## src/hw/rtl/cbim_pkg.sv

```systemverilog
// Shared types, codes and constants of the cartridge bank and IRQ mapper.
package cbim_pkg;

   // Request kinds
   localparam logic MODE_WRITE = 1'b0;
   localparam logic MODE_TICK  = 1'b1;

   // Mirroring codes
   localparam logic [1:0] MIRROR_VERTICAL   = 2'd0;
   localparam logic [1:0] MIRROR_HORIZONTAL = 2'd1;
   localparam logic [1:0] MIRROR_SINGLE_A   = 2'd2;
   localparam logic [1:0] MIRROR_SINGLE_B   = 2'd3;

   // Board layouts
   localparam logic [1:0] BOARD_SIMPLE = 2'd0;
   localparam logic [1:0] BOARD_CHRRAM = 2'd1;
   localparam logic [1:0] BOARD_FINE   = 2'd2;

   // CPU register addresses
   localparam logic [15:0] ADDR_MODE      = 16'h42FE;
   localparam logic [15:0] ADDR_MIRROR    = 16'h42FF;
   localparam logic [15:0] ADDR_IRQ_EN    = 16'h4501;
   localparam logic [15:0] ADDR_IRQ_LO    = 16'h4502;
   localparam logic [15:0] ADDR_IRQ_HI    = 16'h4503;
   localparam logic [13:0] ADDR_PRG8_BASE = 14'h1141;  // 4504..4507 >> 2
   localparam logic [12:0] ADDR_CHR1_BASE = 13'h08A2;  // 4510..4517 >> 3

   // Configuration register indexes
   localparam logic [1:0] CSR_BOARD_TYPE = 2'd0;
   localparam logic [1:0] CSR_IRQ_TARGET = 2'd1;
   localparam logic [1:0] CSR_CHR_IS_RAM = 2'd2;
   localparam int unsigned CSR_ADDR_WIDTH = 4;

   // Configuration reset values
   localparam logic [1:0]  BOARD_TYPE_RESET = BOARD_SIMPLE;
   localparam logic [15:0] IRQ_TARGET_RESET = 16'hCFFF;
   localparam logic        CHR_IS_RAM_RESET = 1'b0;

   typedef enum logic [2:0] {
      UPD_NONE  = 3'd0,
      UPD_PRG16 = 3'd1,
      UPD_CHR8  = 3'd2,
      UPD_PRG8  = 3'd3,
      UPD_CHR1  = 3'd4
   } update_kind_type;

   typedef struct packed {
      logic        mode;
      logic [15:0] address;
      logic [7:0]  data;
   } req_type;

   typedef struct packed {
      logic            irq_line;
      logic [1:0]      mirroring;
      update_kind_type update_kind;
      logic [2:0]      update_slot;
      logic [7:0]      bank_number;
      logic            chr_source;
   } rsp_type;

   typedef struct packed {
      logic [1:0]  board_type;
      logic [15:0] irq_target;
      logic        chr_is_ram;
   } cfg_type;

   typedef struct packed {
      logic [15:0] irq_count;
      logic        irq_enable;
      logic        irq_pending;
      logic        ram_mode;
      logic [1:0]  mirror_state;
   } state_type;

endpackage

```

## src/hw/rtl/cbim_step.sv

```systemverilog
// Per-request decode: next mapper state and the bank update result.
module cbim_step (
   input  cbim_pkg::cfg_type   cfg,
   input  cbim_pkg::state_type state,
   input  cbim_pkg::req_type   req_item,
   output cbim_pkg::state_type state_next,
   output cbim_pkg::rsp_type   rsp_item
);

   logic                      has_irq;
   logic                      high_addr;
   cbim_pkg::update_kind_type kind;
   logic [2:0]                slot;
   logic [7:0]                bank;
   logic                      src;

   assign has_irq   = (cfg.board_type != cbim_pkg::BOARD_SIMPLE);
   assign high_addr = req_item.address[15];

   always_comb begin
      state_next = state;
      kind       = cbim_pkg::UPD_NONE;
      slot       = 3'd0;
      bank       = 8'd0;
      src        = 1'b0;

      if (req_item.mode == cbim_pkg::MODE_TICK) begin
         // Advance the IRQ counter; fire and disable on a target match
         if (has_irq && state.irq_enable) begin
            if (state.irq_count == cfg.irq_target) begin
               state_next.irq_count   = 16'd0;
               state_next.irq_enable  = 1'b0;
               state_next.irq_pending = 1'b1;
            end else begin
               state_next.irq_count = state.irq_count + 16'd1;
            end
         end
      end else begin
         // Decode the CPU write; the first matching register wins
         priority if (req_item.address == cbim_pkg::ADDR_MODE) begin
            state_next.ram_mode     = ~req_item.data[7];
            state_next.mirror_state = req_item.data[4] ? cbim_pkg::MIRROR_SINGLE_B
                                                       : cbim_pkg::MIRROR_SINGLE_A;
         end else if (req_item.address == cbim_pkg::ADDR_MIRROR) begin
            state_next.mirror_state = req_item.data[4] ? cbim_pkg::MIRROR_HORIZONTAL
                                                       : cbim_pkg::MIRROR_VERTICAL;
         end else if (has_irq && req_item.address == cbim_pkg::ADDR_IRQ_EN) begin
            state_next.irq_enable  = req_item.data[0];
            state_next.irq_pending = 1'b0;
         end else if (has_irq && req_item.address == cbim_pkg::ADDR_IRQ_LO) begin
            state_next.irq_count[7:0] = req_item.data;
         end else if (has_irq && req_item.address == cbim_pkg::ADDR_IRQ_HI) begin
            state_next.irq_count[15:8] = req_item.data;
            state_next.irq_enable      = 1'b1;
            state_next.irq_pending     = 1'b0;
         end else if (cfg.board_type == cbim_pkg::BOARD_SIMPLE && high_addr) begin
            // Combined PRG 16K and CHR 8K switch; CHR bank rides in the slot field
            kind = cbim_pkg::UPD_PRG16;
            bank = {3'd0, req_item.data[7:3]};
            slot = req_item.data[2:0];
         end else if (cfg.board_type == cbim_pkg::BOARD_CHRRAM && high_addr) begin
            if (state.ram_mode || cfg.chr_is_ram) begin
               kind = cbim_pkg::UPD_PRG16;
               bank = {2'd0, req_item.data[7:2]};
               slot = {1'b0, req_item.data[1:0]};
            end else begin
               kind = cbim_pkg::UPD_CHR8;
               bank = req_item.data;
            end
            src = state.ram_mode;
         end else if (cfg.board_type == cbim_pkg::BOARD_FINE &&
                      req_item.address[15:2] == cbim_pkg::ADDR_PRG8_BASE) begin
            kind = cbim_pkg::UPD_PRG8;
            slot = {1'b0, req_item.address[1:0]};
            bank = req_item.data;
         end else if (cfg.board_type == cbim_pkg::BOARD_FINE &&
                      req_item.address[15:3] == cbim_pkg::ADDR_CHR1_BASE) begin
            kind = cbim_pkg::UPD_CHR1;
            slot = req_item.address[2:0];
            bank = req_item.data;
         end else begin
            // Unmapped write: leave everything as is
            kind = cbim_pkg::UPD_NONE;
         end
      end
   end

   // Report levels after this request
   always_comb begin
      rsp_item.irq_line    = state_next.irq_pending;
      rsp_item.mirroring   = state_next.mirror_state;
      rsp_item.update_kind = kind;
      rsp_item.update_slot = slot;
      rsp_item.bank_number = bank;
      rsp_item.chr_source  = src;
   end

endmodule

```

## src/hw/rtl/cbim_out_buf.sv

```systemverilog
// Two-entry result buffer: output register plus skid register.
module cbim_out_buf (
   input  logic              clock,
   input  logic              reset,
   input  logic              push,
   input  cbim_pkg::rsp_type push_item,
   output logic              can_push,
   output logic              rsp_valid,
   input  logic              rsp_ready,
   output cbim_pkg::rsp_type rsp_item
);

   logic              out_valid_ff,  out_valid_in;
   logic              skid_valid_ff, skid_valid_in;
   cbim_pkg::rsp_type out_ff,  out_in;
   cbim_pkg::rsp_type skid_ff, skid_in;
   logic              pop;

   assign pop       = out_valid_ff && rsp_ready;
   assign can_push  = !skid_valid_ff;
   assign rsp_valid = out_valid_ff;
   assign rsp_item  = out_ff;

   // Refill the output from the skid first, else from a new request
   always_comb begin
      out_valid_in  = out_valid_ff;
      skid_valid_in = skid_valid_ff;
      out_in        = out_ff;
      skid_in       = skid_ff;
      if (skid_valid_ff) begin
         if (pop) begin
            out_in        = skid_ff;
            skid_valid_in = 1'b0;
         end
      end else if (!out_valid_ff || pop) begin
         out_in       = push_item;
         out_valid_in = push;
      end else if (push) begin
         skid_in       = push_item;
         skid_valid_in = 1'b1;
      end
   end

   always_ff @(posedge clock) begin
      if (reset) begin
         out_valid_ff  <= 1'b0;
         skid_valid_ff <= 1'b0;
      end else begin
         out_valid_ff  <= out_valid_in;
         skid_valid_ff <= skid_valid_in;
      end
   end

   // Hold payload without reset
   always_ff @(posedge clock) begin
      out_ff  <= out_in;
      skid_ff <= skid_in;
   end

endmodule

```

## src/hw/rtl/cartridge_bank_irq_mapper_core.sv

```systemverilog
// Top level of the cartridge bank and IRQ mapper.
//
// Each request on the req_ channel is either a CPU write (address, data)
// or one CPU clock tick. Every request yields exactly one result on the
// rsp_ channel: the IRQ line level and mirroring after the request, plus
// at most one PRG or CHR bank window update.
// The request is decoded against the mapper state, its result registered in
// the output register, or in the skid register while that stalls; a free
// output offers it on the cycle after acceptance. One request per cycle is
// sustained while results are taken; the figure is set by the single state
// update path from the request ports to the state and output registers.
// A skid register behind the output register keeps req_ready high while
// one result waits; req_ready drops only when both entries are full, and
// results are never dropped or reordered while the receiver stalls.
// Synchronous reset clears the IRQ counter, enable, pending line, RAM mode
// and mirroring (vertical), empties the result buffer and loads the
// configuration defaults (board 0, target CFFF, CHR source zero ROM).
// Configuration is written through the APB-style port at 0, 4 and 8.
module cartridge_bank_irq_mapper_core (
   input  logic                                  clock,
   input  logic                                  reset,
   input  logic                                  req_valid,
   output logic                                  req_ready,
   input  cbim_pkg::req_type                     req_item,
   output logic                                  rsp_valid,
   input  logic                                  rsp_ready,
   output cbim_pkg::rsp_type                     rsp_item,
   input  logic                                  psel,
   input  logic                                  penable,
   input  logic                                  pwrite,
   input  logic [cbim_pkg::CSR_ADDR_WIDTH-1:0]   paddr,
   input  logic [31:0]                           pwdata,
   output logic [31:0]                           prdata,
   output logic                                  pready
);

   cbim_pkg::cfg_type   cfg_ff,   cfg_in;
   cbim_pkg::state_type state_ff, state_in;
   cbim_pkg::rsp_type   step_rsp;
   logic                accept;
   logic                csr_write;
   logic [1:0]          csr_index;

   assign pready    = 1'b1;
   assign csr_write = psel && penable && pwrite && pready;
   assign csr_index = paddr[3:2];
   assign accept    = req_valid && req_ready;

   // Load the addressed configuration register
   always_comb begin
      cfg_in = cfg_ff;
      if (csr_write) begin
         unique case (csr_index)
            cbim_pkg::CSR_BOARD_TYPE: cfg_in.board_type = pwdata[1:0];
            cbim_pkg::CSR_IRQ_TARGET: cfg_in.irq_target = pwdata[15:0];
            cbim_pkg::CSR_CHR_IS_RAM: cfg_in.chr_is_ram = pwdata[0];
            default:                  cfg_in = cfg_ff;
         endcase
      end
   end

   // Return the addressed configuration register
   always_comb begin
      unique case (csr_index)
         cbim_pkg::CSR_BOARD_TYPE: prdata = {30'd0, cfg_ff.board_type};
         cbim_pkg::CSR_IRQ_TARGET: prdata = {16'd0, cfg_ff.irq_target};
         cbim_pkg::CSR_CHR_IS_RAM: prdata = {31'd0, cfg_ff.chr_is_ram};
         default:                  prdata = 32'd0;
      endcase
   end

   always_ff @(posedge clock) begin
      if (reset) begin
         cfg_ff.board_type <= cbim_pkg::BOARD_TYPE_RESET;
         cfg_ff.irq_target <= cbim_pkg::IRQ_TARGET_RESET;
         cfg_ff.chr_is_ram <= cbim_pkg::CHR_IS_RAM_RESET;
      end else begin
         cfg_ff <= cfg_in;
      end
   end

   cbim_step u_step (
      .cfg        (cfg_ff),
      .state      (state_ff),
      .req_item   (req_item),
      .state_next (state_in),
      .rsp_item   (step_rsp)
   );

   // Advance mapper state on each accepted request
   always_ff @(posedge clock) begin
      if (reset) begin
         state_ff.irq_count    <= 16'd0;
         state_ff.irq_enable   <= 1'b0;
         state_ff.irq_pending  <= 1'b0;
         state_ff.ram_mode     <= 1'b0;
         state_ff.mirror_state <= cbim_pkg::MIRROR_VERTICAL;
      end else if (accept) begin
         state_ff <= state_in;
      end
   end

   cbim_out_buf u_out_buf (
      .clock     (clock),
      .reset     (reset),
      .push      (accept),
      .push_item (step_rsp),
      .can_push  (req_ready),
      .rsp_valid (rsp_valid),
      .rsp_ready (rsp_ready),
      .rsp_item  (rsp_item)
   );

endmodule

```

## config.mk

```make
export PLATFORM = sky130hd
export DESIGN_NAME = cartridge_bank_irq_mapper_core
export DESIGN_NICKNAME = d
export VERILOG_FILES = /design/src/hw/rtl/cbim_pkg.sv /design/src/hw/rtl/cbim_step.sv /design/src/hw/rtl/cbim_out_buf.sv /design/src/hw/rtl/cartridge_bank_irq_mapper_core.sv
export SDC_FILE = /design/constraint.sdc
export NUM_CORES = 1
export LEC_CHECK = 0
export BUFFER_PORTS_ARGS = -buffer_cell sky130_fd_sc_hd__buf_2
export CAP_MARGIN = 0
export CORE_MARGIN = 2
export CORE_UTILIZATION = 50
export DETAILED_ROUTE_END_ITERATION = 10
export PLACE_DENSITY = 0.87
export SLEW_MARGIN = 25
export SYNTH_ARGS = -nofsm -noshare
export SYNTH_HDL_FRONTEND = slang
export SYNTH_SLANG_ARGS = --single-unit
export TNS_END_PERCENT = 50
```

## constraint.sdc

```tcl
create_clock -name clock -period 3.6 [get_ports clock]
set_input_delay 0.72 -clock clock [delete_from_list [all_inputs] [get_ports clock]]
set_output_delay 0.72 -clock clock [all_outputs]
set_load 0.01 [all_outputs]
```

==> results.md <==
| Metric | Value |
|:---|:---|
| Outcome | complete, no violations |
| Final setup viols | 0 |
| Max IR drop VDD | 0.190 mV |
| Power Density | 379 mW/mm^2 |
| Static Leakage | 0.00187 uW |
| Gr busiest metal | met2 |
| Most common library cell in the layout ignoring fill and taps | sky130_fd_sc_hd__buf_2 |
| Number of maximum-capacitance violations | 0 |
| Yosys warning count | 0 |
| Arrival time at the worst endpoint | 2.94 ns |
| Maximum cell stage delay along the critical path | 0.55 ns |
| Critical path type | input port to flop |
| Vias in the first global route | 3444 |
| Grt ovf | 0 |
| Hold Fails Final Rpt | 0 |
| Setup WS post-layout | 0.765 ns |
| WP data required | 3.71 ns |
| Reported net switching power | 473 uW |
| Remaining antenna violation count | 0 |
| H-tree level count | 3 |
| Number of synthesized register bits | 78 |
| Final-layout setup total negative slack | 0 ns |
| Number of synthesized flops with an enable pin | 36 |
| Post CTS Setup Buffer Count | 0 |
| Worst hold path class | flop to flop |
| Cell internal pwr | 1370 uW |
| Area of the core | 0.00818 mm^2 |
| # diodes | 0 |
| Count of nets after finishing | 591 |
| Unrepaired setup endpoints after global routing | false |
| Largest fanout on the critical path | 5 |
| Cts-stage hold buffer count | 0 |
| Clock Sink Count | 78 |
| Number of ports placed on the die boundary | 121 |
| Cell chosen for the clock root | sky130_fd_sc_hd__clkbuf_8 |
| P&R area growth vs syn | 15.4% |
| Clock network power share | 35.0% |
| Setup crit start kind | input port |
| Layout cells sized above 1 | 23.0% |
| Global Route Usage Sum | 22.9% |
| Cell area after synthesis | 0.00421 mm^2 |
| Standard cell with the maximum stage delay on the critical path | sky130_fd_sc_hd__or4_4 |
| Post-route minimum period | 2.84 ns |
| Combinational power share | 11.8% |
| Share of the clock period used by the worst path after layout | 78.8% |
| Met1 Usage GRT | 28.4% |
| Initial antenna violation count | 0 |
| Maximum count of clock buffers along a single path | 2 |
| Final slew viol count | 0 |
| Part of the total power dissipated in sequential elements | 53.3% |
| Residual DRC count | 0 |
| Final weighted congestion in routability-driven placement | 0.898 |
| Routing usage on met3 | 4.39% |
| Post-synthesis async set-or-reset flop share | 0% |
| First-pass GRT wire length | 16.3 mm |
| Mapped Avg Cell Area | 9.53 um^2 |
| DR pass1 iterations | 5 |
| Max-Slew Margin vs Limit | 29.5% |
| Worst Setup Slack post-DPL | 0.453 ns |
| Buffers added on ports | 85 |
| Drt wl/cell | 15.9 um |
| Most frequent cells in the layout | sky130_fd_sc_hd__buf_2 (85), sky130_fd_sc_hd__dfxtp_1 (42), sky130_fd_sc_hd__edfxtp_1 (36) |
| Switching fraction of total power | 25.7% |
| Cell count after synthesis | 442 |
| Peak Freq | 353 MHz |
| Inserted Clock Buffers | 9 |
| Half-perimeter wire length of the detailed placement result | 7.41 mm |
| Worst-Skew Late Latency | 0.35 ns |
| Register area share after synthesis | 45.6% |
| Total number of vias | 3676 |
| Y dimension of the die | 95.8 um |
| Critical Path End Type | flop |
| Effective utilization at floorplan | 51.5% |
| Clock Pin Slew Worst Setup and Hold Paths | 0.08 ns |
| Clock tree from TritonCTS | yes |
| Placement row count | 33 |
| Slew at the pin with the worst max-slew slack | 1.05 ns |
| Layout Skew | 0.00616 ns |
| Number of distinct library cells after synthesis | 52 |
| Most used flip-flop cell after synthesis | sky130_fd_sc_hd__dfxtp_1 |
| Critical path cell sequence | buf_2 -> or4_4 -> or4_4 -> nor4_1 -> o2bb2ai_1 -> mux2_2 |
| Cell occurring most often along the worst timing path | sky130_fd_sc_hd__or4_4 |
| Aggregate routed wire length | 10.0 mm |
| Ratio of routed vias to standard cells | 5.82 |
| GR Layer Usage met2 | 39.9% |
| Largest net degree at the start of global routing | 31 |
| Detailed Route Iter0 Violations | 222 |
| PostCTS Resize Cnt | 0 |
| Hold WS | 0.494 ns |
| Width of the die | 95.8 um |
| Floorplan die area | 0.00917 mm^2 |
==> worst max-delay path, delay by kind of cell <==
family / cells / cell delay (ns)
AND/OR/NAND/NOR: 3 / 1.55
multiplexers: 1 / 0.31
AO/OA/AOI/OAI: 1 / 0.25
buffers and inverters: 1 / 0.10
==> synth_stat cells (2+ instances only) <==
| library cell | count | area share [%] |
|---|---|---|
| sky130_fd_sc_hd__a22oi_1 | 2 | 0.36 |
| sky130_fd_sc_hd__o21ai_0 | 14 | 1.7 |
| sky130_fd_sc_hd__nand2b_1 | 7 | 1.0 |
| sky130_fd_sc_hd__a21oi_1 | 27 | 3.2 |
| sky130_fd_sc_hd__or4_4 | 2 | 0.53 |
| sky130_fd_sc_hd__a211o_1 | 14 | 2.9 |
| sky130_fd_sc_hd__o31ai_1 | 8 | 1.4 |
| sky130_fd_sc_hd__nor2b_1 | 18 | 2.7 |
| sky130_fd_sc_hd__conb_1 | 2 | 0.18 |
| sky130_fd_sc_hd__edfxtp_1 | 36 | 26 |
| sky130_fd_sc_hd__clkbuf_1 | 16 | 1.4 |
| sky130_fd_sc_hd__buf_2 | 3 | 0.36 |
| sky130_fd_sc_hd__o2bb2ai_1 | 3 | 0.62 |
| sky130_fd_sc_hd__nor4_1 | 7 | 1.0 |
| sky130_fd_sc_hd__and3_1 | 4 | 0.59 |
| sky130_fd_sc_hd__or3_1 | 2 | 0.30 |
| sky130_fd_sc_hd__nand3_1 | 8 | 0.95 |
| sky130_fd_sc_hd__nor2_1 | 35 | 3.1 |
| sky130_fd_sc_hd__inv_1 | 20 | 1.8 |
| sky130_fd_sc_hd__nand4b_1 | 3 | 0.62 |
| sky130_fd_sc_hd__dfxtp_1 | 42 | 20 |
| sky130_fd_sc_hd__o32ai_1 | 12 | 2.5 |
| sky130_fd_sc_hd__a221oi_1 | 2 | 0.42 |
| sky130_fd_sc_hd__and2_1 | 20 | 3.0 |
| sky130_fd_sc_hd__or2_0 | 2 | 0.30 |
| sky130_fd_sc_hd__a22o_1 | 4 | 0.83 |
| sky130_fd_sc_hd__mux2i_1 | 13 | 3.1 |
| sky130_fd_sc_hd__o31a_1 | 11 | 2.3 |
| sky130_fd_sc_hd__mux2_2 | 6 | 1.6 |
| sky130_fd_sc_hd__nand2_1 | 31 | 2.8 |
| sky130_fd_sc_hd__buf_4 | 17 | 3.0 |
| sky130_fd_sc_hd__nor3_1 | 7 | 0.83 |
| sky130_fd_sc_hd__a211oi_1 | 3 | 0.53 |
| sky130_fd_sc_hd__nand4_1 | 8 | 1.2 |
| sky130_fd_sc_hd__xnor2_1 | 16 | 3.3 |
==> per-layer routing <==
layer	vias to the layer above	share of wire (%)	wire length [um]
met1	1729	42	4220
met3	21	7.1	710
met2	179	49	4960
met5	-	0	0
met4	0	1.6	163
li1	1747	-	-
==> power groups by stage <==
stage	registers (uW)	logic, uW	clock network [uW]
after global placement	999	207	0
after floorplan	1010	122	0
after global routing	985	238	687
final	980	217	644
after CTS	981	215	650
after detailed placement	1000	214	0
==> final cells by class <==
| class | count | area (um^2) |
|---|---|---|
| multi-input cells | 321 | 2070 |
| repair buffers | 91 | 470 |
| clock inverters | 7 | 65.1 |
| well taps | 105 | 131 |
| fillers | 696 | 3320 |
| clock buffers | 9 | 124 |
| inverters | 21 | 78.8 |
| flip-flops and latches | 78 | 1920 |
==> through the flow <==
stage	std cells	util, %	total power (uW)	area (um^2)
after floorplan	457	-	1130	4270
after global placement	616	57.1	1210	4670
after detailed placement	616	57.1	1220	4670
after CTS	632	59.4	1850	4860
after global routing	632	59.4	1910	4860
final	632	59.4	1840	4860
==> worst paths after layout <==
path / startpoint / end / slack (ns) / depth (start not counted)
max reg2reg: state_ff[7] / state_ff[15] / 0.94 / 6
max: req_item[17] / u_out_buf.rsp_item[17] / 0.76 / 6
min reg2reg: state_ff[3] / state_ff[3] / 0.49 / 2
min: state_ff[3] / state_ff[3] / 0.49 / 2
==> cells by family (layout without fill, tap and decap cells) <==
group                    after synthesis  in the layout  synth area share [%]
AO/OA/AOI/OAI                        107            107                  18.7
XOR/XNOR                              16             16                  3.33
adder cells (fa/ha/maj)                1              1                 0.297
buffers and inverters                 58            128                  6.78
flip-flops                            78             78                  45.6
multiplexers                          19             19                  4.70
other                                  2             17                 0.178
AND/OR/NAND/NOR                      161            161                  20.4
==> registers in the layout, indices dropped and copies added (netlist names) <==
name	count
cfg_ff	19
u_out_buf.skid_valid_ff	1
u_out_buf.rsp_item	18
u_out_buf.rsp_valid	1
u_out_buf.skid_ff	18
state_ff	21
(Power assumes the default switching activity.)
